`src/rtl/nbh_pkg.sv`:
```
`default_nettype none

package nbh_pkg;

    // default coordinate width, signed Q(W-9).8
    localparam int COORD_WIDTH_DEF = 24;
    // decouple queue depth, power of two, at least 4
    localparam int QUEUE_DEPTH_DEF = 4;
    // fraction bits of the fixed point format, and 1.0 in that format
    localparam int FRAC_BITS = 8;
    localparam int ONE_Q8    = 1 << FRAC_BITS;

    // configuration register indexes
    localparam int CFG_IDX_W = 2;
    localparam logic [CFG_IDX_W-1:0] CFG_EYE_EAST  = 2'd0;
    localparam logic [CFG_IDX_W-1:0] CFG_EYE_LEVEL = 2'd1;
    localparam logic [CFG_IDX_W-1:0] CFG_EYE_DEPTH = 2'd2;

endpackage

`default_nettype wire

```
`src/rtl/nbh_if.sv`:
```
`default_nettype none

interface nbh_box_if #(
    parameter int W = nbh_pkg::COORD_WIDTH_DEF
);
    logic                valid;
    logic                ready;
    logic signed [W-1:0] box_min_x;
    logic signed [W-1:0] box_max_x;
    logic signed [W-1:0] box_min_y;
    logic signed [W-1:0] box_max_y;
    logic signed [W-1:0] surface_height;
    logic                last_box;

    modport source (
        output valid, box_min_x, box_max_x, box_min_y, box_max_y,
               surface_height, last_box,
        input  ready
    );
    modport sink (
        input  valid, box_min_x, box_max_x, box_min_y, box_max_y,
               surface_height, last_box,
        output ready
    );
endinterface

interface nbh_res_if #(
    parameter int W = nbh_pkg::COORD_WIDTH_DEF
);
    logic                valid;
    logic                ready;
    logic signed [W-1:0] mirror_height;
    logic                any_found;

    modport source (output valid, mirror_height, any_found, input ready);
    modport sink (input valid, mirror_height, any_found, output ready);
endinterface

interface nbh_cfg_if #(
    parameter int W = nbh_pkg::COORD_WIDTH_DEF
);
    logic                         valid;
    logic                         ready;
    logic [nbh_pkg::CFG_IDX_W-1:0] index;
    logic [W-1:0]                 data;

    modport source (output valid, index, data, input ready);
    modport sink (input valid, index, data, output ready);
endinterface

`default_nettype wire

```
`src/rtl/nbh_front.sv`:
```
`default_nettype none

module nbh_front #(
    parameter int W     = nbh_pkg::COORD_WIDTH_DEF,
    parameter int DEPTH = nbh_pkg::QUEUE_DEPTH_DEF,
    localparam int FREE_W = $clog2(DEPTH + 1),
    localparam int SQ_W   = 2 * W + 2,
    localparam int QW     = 2 * SQ_W + W + 2
) (
    input  wire logic              i_clk,
    input  wire logic              i_rst_n,
    nbh_box_if.sink                i_box,
    input  wire logic [W-1:0]      i_eye_east,
    input  wire logic [W-1:0]      i_eye_level,
    input  wire logic [W-1:0]      i_eye_depth,
    input  wire logic [FREE_W-1:0] i_free,
    output logic                   o_push,
    output logic [QW-1:0]          o_push_data
);

    localparam int EW = W + 2;

    logic                  accept;
    logic [FREE_W-1:0]     inflight;
    logic signed [EW-1:0]  ex, ey;
    logic signed [EW-1:0]  gx_a, gx_b, gy_a, gy_b, gx, gy;
    logic signed [W:0]     h_ext, lvl_lim;

    logic                  r1_valid, r1_qual, r1_last;
    logic [W:0]            r1_gx, r1_gy;
    logic [W-1:0]          r1_h;
    logic                  r2_valid, r2_qual, r2_last;
    logic [SQ_W-1:0]       r2_sq_x, r2_sq_y;
    logic [W-1:0]          r2_h;

    // reserve a queue slot for every word already in the pipe
    assign inflight    = FREE_W'(r1_valid) + FREE_W'(r2_valid);
    assign i_box.ready = i_free > inflight;
    assign accept      = i_box.valid && i_box.ready;

    always_comb begin
        ex   = EW'(signed'(i_eye_east));
        ey   = -EW'(signed'(i_eye_depth));
        gx_a = EW'(i_box.box_min_x) - ex;
        gx_b = ex - EW'(i_box.box_max_x);
        gy_a = EW'(i_box.box_min_y) - ey;
        gy_b = ey - EW'(i_box.box_max_y);
        gx   = '0;
        if (gx_a > gx) begin
            gx = gx_a;
        end
        if (gx_b > gx) begin
            gx = gx_b;
        end
        gy = '0;
        if (gy_a > gy) begin
            gy = gy_a;
        end
        if (gy_b > gy) begin
            gy = gy_b;
        end
        h_ext   = (W+1)'(i_box.surface_height);
        lvl_lim = (W+1)'(signed'(i_eye_level)) + (W+1)'(nbh_pkg::ONE_Q8);
    end

    always_ff @(posedge i_clk) begin
        if (!i_rst_n) begin
            r1_valid <= 1'b0;
            r2_valid <= 1'b0;
        end else begin
            r1_valid <= accept;
            r2_valid <= r1_valid;
        end
    end

    // stage 1: gaps and skip test; stage 2: squares
    always_ff @(posedge i_clk) begin
        r1_gx   <= gx[W:0];
        r1_gy   <= gy[W:0];
        r1_h    <= i_box.surface_height;
        r1_qual <= h_ext <= lvl_lim;
        r1_last <= i_box.last_box;
        r2_sq_x <= SQ_W'(r1_gx) * SQ_W'(r1_gx);
        r2_sq_y <= SQ_W'(r1_gy) * SQ_W'(r1_gy);
        r2_h    <= r1_h;
        r2_qual <= r1_qual;
        r2_last <= r1_last;
    end

    assign o_push      = r2_valid;
    assign o_push_data = {r2_sq_x, r2_sq_y, r2_h, r2_qual, r2_last};

endmodule

`default_nettype wire

```
`src/rtl/nbh_queue.sv`:
```
`default_nettype none

module nbh_queue #(
    parameter int QW    = 8,
    parameter int DEPTH = nbh_pkg::QUEUE_DEPTH_DEF,
    localparam int FREE_W = $clog2(DEPTH + 1),
    localparam int AW     = $clog2(DEPTH)
) (
    input  wire logic              i_clk,
    input  wire logic              i_rst_n,
    input  wire logic              i_push,
    input  wire logic [QW-1:0]     i_push_data,
    input  wire logic              i_pop,
    output logic                   o_valid,
    output logic [QW-1:0]          o_data,
    output logic [FREE_W-1:0]      o_free
);

    logic [QW-1:0]     r_mem [DEPTH];
    logic [AW-1:0]     r_wr_ptr, r_rd_ptr;
    logic [FREE_W-1:0] r_count;
    logic              do_pop;

    assign o_valid = r_count != '0;
    assign o_data  = r_mem[r_rd_ptr];
    assign o_free  = FREE_W'(DEPTH) - r_count;
    assign do_pop  = i_pop && o_valid;

    always_ff @(posedge i_clk) begin
        if (!i_rst_n) begin
            r_wr_ptr <= '0;
            r_rd_ptr <= '0;
            r_count  <= '0;
        end else begin
            if (i_push) begin
                r_wr_ptr <= r_wr_ptr + AW'(1);
            end
            if (do_pop) begin
                r_rd_ptr <= r_rd_ptr + AW'(1);
            end
            case ({i_push, do_pop})
                2'b10:   r_count <= r_count + FREE_W'(1);
                2'b01:   r_count <= r_count - FREE_W'(1);
                default: r_count <= r_count;
            endcase
        end
    end

    always_ff @(posedge i_clk) begin
        if (i_push) begin
            r_mem[r_wr_ptr] <= i_push_data;
        end
    end

endmodule

`default_nettype wire

```
`src/rtl/nbh_back.sv`:
```
`default_nettype none

module nbh_back #(
    parameter int W = nbh_pkg::COORD_WIDTH_DEF,
    localparam int SQ_W = 2 * W + 2,
    localparam int QW   = 2 * SQ_W + W + 2
) (
    input  wire logic          i_clk,
    input  wire logic          i_rst_n,
    input  wire logic          i_valid,
    input  wire logic [QW-1:0] i_data,
    output logic               o_pop,
    nbh_res_if.source          o_res
);

    logic [SQ_W-1:0]     sq_x, sq_y, dist_sq;
    logic signed [W-1:0] h;
    logic                qual, last, upd;

    logic [SQ_W-1:0]     r_best_dist;
    logic signed [W-1:0] r_best_h;
    logic                r_have;
    logic                r_out_valid;
    logic signed [W-1:0] r_out_h;
    logic                r_out_found;

    assign {sq_x, sq_y, h, qual, last} = i_data;
    assign dist_sq = sq_x + sq_y;

    // a last word needs the output slot free or draining
    assign o_pop = i_valid && (!last || !r_out_valid || o_res.ready);

    assign upd = qual && (!r_have || dist_sq < r_best_dist
                          || (dist_sq == r_best_dist && h > r_best_h));

    always_ff @(posedge i_clk) begin
        if (!i_rst_n) begin
            r_have      <= 1'b0;
            r_best_dist <= '0;
            r_best_h    <= '0;
            r_out_valid <= 1'b0;
        end else begin
            if (o_pop && last) begin
                r_have      <= 1'b0;
                r_best_dist <= '0;
                r_best_h    <= '0;
                r_out_valid <= 1'b1;
            end else begin
                if (o_pop && upd) begin
                    r_have      <= 1'b1;
                    r_best_dist <= dist_sq;
                    r_best_h    <= h;
                end
                if (o_res.ready) begin
                    r_out_valid <= 1'b0;
                end
            end
        end
    end

    always_ff @(posedge i_clk) begin
        if (o_pop && last) begin
            r_out_h     <= upd ? h : (r_have ? r_best_h : '0);
            r_out_found <= upd || r_have;
        end
    end

    assign o_res.valid         = r_out_valid;
    assign o_res.mirror_height = r_out_h;
    assign o_res.any_found     = r_out_found;

endmodule

`default_nettype wire

```
`src/rtl/nearest_box_height_select.sv`:
```
`default_nettype none

// Nearest water surface height selector. Takes one rectangle word per clock
// on i_box while ready is high and, on the word flagged last_box, returns
// one word on o_res with the surface height of the rectangle nearest to the
// eye (ties go to the higher surface; rectangles more than 1.0 above
// eye_level are skipped), or zero with any_found low when nothing qualified.
// The front computes the per-axis gaps and their squares in two register
// stages, a small queue (QUEUE_DEPTH words, power of two, at least 4)
// decouples it from the back, which adds the squares and compares against
// the running best combinationally. Sustained rate is one rectangle per
// cycle while o_res is not stalled; a run's result is registered once its
// last word leaves the queue. Eye registers are written through i_cfg, which
// is always ready; write them only while no run is in flight.
module nearest_box_height_select #(
    parameter int COORD_WIDTH = nbh_pkg::COORD_WIDTH_DEF,
    parameter int QUEUE_DEPTH = nbh_pkg::QUEUE_DEPTH_DEF
) (
    input  wire logic i_clk,
    input  wire logic i_rst_n,
    nbh_box_if.sink   i_box,
    nbh_cfg_if.sink   i_cfg,
    nbh_res_if.source o_res
);

    localparam int W      = COORD_WIDTH;
    localparam int FREE_W = $clog2(QUEUE_DEPTH + 1);
    localparam int SQ_W   = 2 * W + 2;
    localparam int QW     = 2 * SQ_W + W + 2;

    logic [W-1:0]      r_eye_east, r_eye_level, r_eye_depth;
    logic [FREE_W-1:0] q_free;
    logic              push, pop, q_valid;
    logic [QW-1:0]     push_data, q_data;

    assign i_cfg.ready = 1'b1;

    always_ff @(posedge i_clk) begin
        if (!i_rst_n) begin
            r_eye_east  <= '0;
            r_eye_level <= '0;
            r_eye_depth <= '0;
        end else if (i_cfg.valid) begin
            case (i_cfg.index)
                nbh_pkg::CFG_EYE_EAST:  r_eye_east  <= i_cfg.data;
                nbh_pkg::CFG_EYE_LEVEL: r_eye_level <= i_cfg.data;
                nbh_pkg::CFG_EYE_DEPTH: r_eye_depth <= i_cfg.data;
                default: ; // unknown index: drop the write
            endcase
        end
    end

    nbh_front #(
        .W     (W),
        .DEPTH (QUEUE_DEPTH)
    ) u_front (
        .i_clk       (i_clk),
        .i_rst_n     (i_rst_n),
        .i_box       (i_box),
        .i_eye_east  (r_eye_east),
        .i_eye_level (r_eye_level),
        .i_eye_depth (r_eye_depth),
        .i_free      (q_free),
        .o_push      (push),
        .o_push_data (push_data)
    );

    nbh_queue #(
        .QW    (QW),
        .DEPTH (QUEUE_DEPTH)
    ) u_queue (
        .i_clk       (i_clk),
        .i_rst_n     (i_rst_n),
        .i_push      (push),
        .i_push_data (push_data),
        .i_pop       (pop),
        .o_valid     (q_valid),
        .o_data      (q_data),
        .o_free      (q_free)
    );

    nbh_back #(
        .W (W)
    ) u_back (
        .i_clk   (i_clk),
        .i_rst_n (i_rst_n),
        .i_valid (q_valid),
        .i_data  (q_data),
        .o_pop   (pop),
        .o_res   (o_res)
    );

endmodule

`default_nettype wire
```
`src/flat_wrapper.sv`:
```
// flat-port wrapper written by rule: the top's interface ports become plain ports
module nearest_box_height_select_flat 
#(
    parameter int COORD_WIDTH = nbh_pkg::COORD_WIDTH_DEF,
    parameter int QUEUE_DEPTH = nbh_pkg::QUEUE_DEPTH_DEF
)
  (i_clk, i_rst_n, i_box_valid, i_box_box_min_x, i_box_box_max_x, i_box_box_min_y, i_box_box_max_y, i_box_surface_height, i_box_last_box, i_box_ready, i_cfg_valid, i_cfg_index, i_cfg_data, i_cfg_ready, o_res_valid, o_res_mirror_height, o_res_any_found, o_res_ready);
  nbh_box_if i_box_i ();
  nbh_cfg_if i_cfg_i ();
  nbh_res_if o_res_i ();
  input  wire logic i_clk;
  input  wire logic i_rst_n;
  input wire logic [$bits(i_box_i.valid)-1:0] i_box_valid;
  input wire logic [$bits(i_box_i.box_min_x)-1:0] i_box_box_min_x;
  input wire logic [$bits(i_box_i.box_max_x)-1:0] i_box_box_max_x;
  input wire logic [$bits(i_box_i.box_min_y)-1:0] i_box_box_min_y;
  input wire logic [$bits(i_box_i.box_max_y)-1:0] i_box_box_max_y;
  input wire logic [$bits(i_box_i.surface_height)-1:0] i_box_surface_height;
  input wire logic [$bits(i_box_i.last_box)-1:0] i_box_last_box;
  output wire logic [$bits(i_box_i.ready)-1:0] i_box_ready;
  input wire logic [$bits(i_cfg_i.valid)-1:0] i_cfg_valid;
  input wire logic [$bits(i_cfg_i.index)-1:0] i_cfg_index;
  input wire logic [$bits(i_cfg_i.data)-1:0] i_cfg_data;
  output wire logic [$bits(i_cfg_i.ready)-1:0] i_cfg_ready;
  output wire logic [$bits(o_res_i.valid)-1:0] o_res_valid;
  output wire logic [$bits(o_res_i.mirror_height)-1:0] o_res_mirror_height;
  output wire logic [$bits(o_res_i.any_found)-1:0] o_res_any_found;
  input wire logic [$bits(o_res_i.ready)-1:0] o_res_ready;
  assign i_box_i.valid = i_box_valid;
  assign i_box_i.box_min_x = i_box_box_min_x;
  assign i_box_i.box_max_x = i_box_box_max_x;
  assign i_box_i.box_min_y = i_box_box_min_y;
  assign i_box_i.box_max_y = i_box_box_max_y;
  assign i_box_i.surface_height = i_box_surface_height;
  assign i_box_i.last_box = i_box_last_box;
  assign i_box_ready = i_box_i.ready;
  assign i_cfg_i.valid = i_cfg_valid;
  assign i_cfg_i.index = i_cfg_index;
  assign i_cfg_i.data = i_cfg_data;
  assign i_cfg_ready = i_cfg_i.ready;
  assign o_res_valid = o_res_i.valid;
  assign o_res_mirror_height = o_res_i.mirror_height;
  assign o_res_any_found = o_res_i.any_found;
  assign o_res_i.ready = o_res_ready;
  nearest_box_height_select #(.COORD_WIDTH(COORD_WIDTH), .QUEUE_DEPTH(QUEUE_DEPTH)) u_core (.i_clk(i_clk), .i_rst_n(i_rst_n), .i_box(i_box_i), .i_cfg(i_cfg_i), .o_res(o_res_i));
endmodule
```
`config.mk`:
```
export PLATFORM = sky130hd
export DESIGN_NAME = nearest_box_height_select_flat
export DESIGN_NICKNAME = d
export VERILOG_FILES = /design/src/rtl/nbh_pkg.sv /design/src/rtl/nbh_if.sv /design/src/rtl/nbh_front.sv /design/src/rtl/nbh_queue.sv /design/src/rtl/nbh_back.sv /design/src/rtl/nearest_box_height_select.sv /design/src/flat_wrapper.sv
export SDC_FILE = /design/constraint.sdc
export NUM_CORES = 2
export LEC_CHECK = 0
export BUFFER_PORTS_ARGS = -buffer_cell sky130_fd_sc_hd__buf_2
export CAP_MARGIN = 20
export CORE_MARGIN = 1.5
export CORE_UTILIZATION = 61
export CTS_CLUSTER_DIAMETER = 50
export CTS_CLUSTER_SIZE = 30
export DETAILED_ROUTE_END_ITERATION = 6
export PLACE_DENSITY = 0.78
export SLEW_MARGIN = 20
export SYNTH_ARGS = -nofsm -noshare
export SYNTH_HDL_FRONTEND = slang
export SYNTH_SLANG_ARGS = --single-unit
```
`constraint.sdc`:
```
create_clock -name i_clk -period 10 [get_ports i_clk]
set_input_delay 2 -clock i_clk [delete_from_list [all_inputs] [get_ports i_clk]]
set_output_delay 2 -clock i_clk [all_outputs]
set_load 0.05 [all_outputs]
```
==> reports/results.ini <==
[cts]
clock-sinks = 880
h-tree-depth = 3
post_cts_buffers = 0
cts_tree = done
clockBufferDepth = 3
clock_latency_ns = 0.68
root_buffer = clkbuf_16
ctsHoldBuffers = 0
numCtsBuffers = 76
cts.clk_slew.worst_paths_ns = 0.09
ctsResizeCount = 0

[drt]
ant_nets = 0
first_pass_iters = 6
num_vias = 51531
wl_um = 180000
via_per_inst = 5.65
drc_errors = 0
drt_iter0_markers = 3806
wl_per_cell_um = 19.7

[sta]
fin_crit_ns = 9.19
final-hold-violation-count = 0
fin_crit_sh_pct = 91.9
fin_ws_ns = 0.813
slew_violations = 0
fmax_ghz = 0.109
finClkSkew_ns = 0.0482
setup_viol = 0
tightestPinTransition_ns = 1.07
rsz0062_at_grt = false
finalSetupTns_ns = 0
maxSlewHeadroom_pct = 28.6

[finish]
drive_above_1_share_pct = 8.21
n_fill_cell = 9378
nets = 9143
instances_no_fill = 9116
syn2layout_area_growth_pct = 7.53

[placed_design]
gp_congestion = 0.942
port_buffers = 178
preCtsSetupSlack_ns = 0.216
hpwl_um = 142000
dp.cells = 8973

[logic_synthesis]
synth_seq_cells = 880
synth_ff_type = edfxtp_1
synth-seq-area-share_pct = 30.2
syn-num-nets = 9011
yosysMostFrequentCell = inv_1
synth_top_cells_by_area = fa_1, edfxtp_1, ha_1
synthTopCellsByCount = inv_1, fa_1, nand2_1
synthArstFlopShare_pct = 0
syn-mean-instance-area_sq_um = 10.4
synth-edff-count = 521
synth_area_leader_cell = fa_1
synth_cells = 7282
synth_top_area_share_pct = 24.8
syn_area_sq_um = 75700
yosysWarnings = 0
yosysUniqueCellTypes = 86

[global_routing]
grt_start_max_net_pins = 85
grt_pass1_wl_um = 290000
overflow = 0
track_usage_pct = 29.4
grt_pass1_vias = 54662
grt_antenna_before_repair = 6

[min_path]
holdPathEnd = u_core.u_front.r2_h[14]
hold_depth = 0
min-delay-start = u_core.u_front.r1_h[14]
hold_class = reg2reg

[floorplanning]
io_pins = 180
dieArea_sq_um = 126000
die_y_um = 355
die_x_um = 355
core_area_sq_um = 123000
start_util_pct = 61.3
rows = 129

[worst_setup_path]
required_ns = 10.55
cp-end-kind = flip-flop
r2r_end = u_core.u_front.r1_gy[22]
slowest_stage = or4_4
path_class = in2reg
critPathMaxStageDelay_ns = 0.56
start_kind = primary input
r2r_slack_ns = 1.02
rr_worst_depth = 40
r2r_start = u_core.r_eye_depth[1]
cp.arrival_ns = 9.74
cpMostUsedCell = o21a_1
worstSetupStartpoint = i_box_box_min_y[2]
critPathMaxFanout = 18

[flow_run]
drv_cap = 0

[outcome]
outcome = finished clean

state kept, by name (all words and copies together), names as in the netlist, 2 cells and up, named ones only:
register and flops:
u_core.u_back.r_best_h 24, u_core.u_front.r2_sq_x 49, u_core.u_front.r2_h 24, u_core.u_queue.r_wr_ptr 2, u_core.u_front.r1_h 24, u_core.u_front.r1_gx 25, u_core.r_eye_east 24, u_core.u_queue.r_rd_ptr 2
u_core.u_back.r_best_dist 50, u_core.u_front.r2_sq_y 49, u_core.u_queue.r_count 3, u_core.r_eye_depth 24, u_core.r_eye_level 24, u_core.u_front.r1_gy 25, u_core.u_back.o_res.mirror_height 24, u_core.u_queue.r_mem 496
per-layer routing:
| metal | wire length (um) | GRT usage, % | vias to the layer above | share of wire, % |
|---|---|---|---|---|
| li1 | - | - | 23646 | - |
| met1 | 72500 | 38.8 | 25796 | 40 |
| met2 | 87700 | 49.6 | 1797 | 49 |
| met3 | 14900 | 6.18 | 284 | 8.3 |
| met4 | 4890 | 7.76 | 8 | 2.7 |
| met5 | 46 | 0 | - | 0.026 |
worst max-delay path: cells and delay by family:
family                   cells  cell delay, ns
buffers and inverters        2            0.29
AND/OR/NAND/NOR              6            1.22
XOR/XNOR                     1            0.18
adder cells (fa/ha/maj)      5            1.72
AO/OA/AOI/OAI               23            4.32
worst max-delay path by stage:
stage	endpoint	slack [ns]
floorplan	u_core.u_front.r1_gy[11]	0.84
global placement	u_core.u_front.r1_gy[24]	0.26
detailed placement	u_core.u_front.r1_gy[22]	0.22
CTS	u_core.u_front.r1_gy[24]	0.91
global route	u_core.u_front.r1_gy[22]	0.40
finish	u_core.u_front.r1_gy[22]	0.81
layout make-up:
class | count | area [sq um] | share of cell area, %
timing repair buffer | 283 | 1700 | 2.09
antenna | 1 | 2.50 | 0.00307
clock inverter | 60 | 801 | 0.984
multi-input combinational | 4615 | 46200 | 56.8
sequential | 880 | 22800 | 28.1
clock buffer | 82 | 1960 | 2.40
inverter | 1558 | 5850 | 7.19
tap | 1637 | 2050 | 2.52
metrics by stage:
step | hold WS (ns) | area, sq um | utilization, %
after global routing | 0.339 | 81400 | 65.9
final | 0.332 | 81400 | 65.9
after global placement | 0.312 | 78600 | 63.7
after CTS | 0.332 | 81400 | 65.9
after detailed placement | 0.312 | 78600 | 63.7
after floorplan | 0.310 | 75700 | -
cells in the final DEF (no fill, tap or decap), types with 26 or more instances in the layout:
master,instances
ha_1,638
a21o_1,98
a21oi_1,270
o21ai_0,139
clkbuf_16,77
o21a_1,41
and2_1,230
o21bai_1,30
a21boi_0,90
mux4_2,123
edfxtp_1,521
nor2b_1,52
nand4_1,54
nand3_1,84
nor3_1,39
xnor2_1,200
and3_1,26
buf_4,103
nand2b_1,39
fa_1,939
buf_2,178
xor2_1,88
nand2_1,808
inv_1,1555
or2_2,27
dfxtp_1,357
nor2_1,262
cells by family after synthesis:
| logic type | synth area share, % |
|---|---|
| fa+ha+maj | 35.7 |
| xor+xnor | 3.41 |
| buf+inv | 8.88 |
| mux | 3.83 |
| compound gates | 7.40 |
| simple gates | 10.6 |
| flops | 30.2 |
| other cells | 0.00992 |
Power is left out: the tool's default activity adds up to more than one toggle a clock period on the data nets, which glitch-free logic cannot reach.
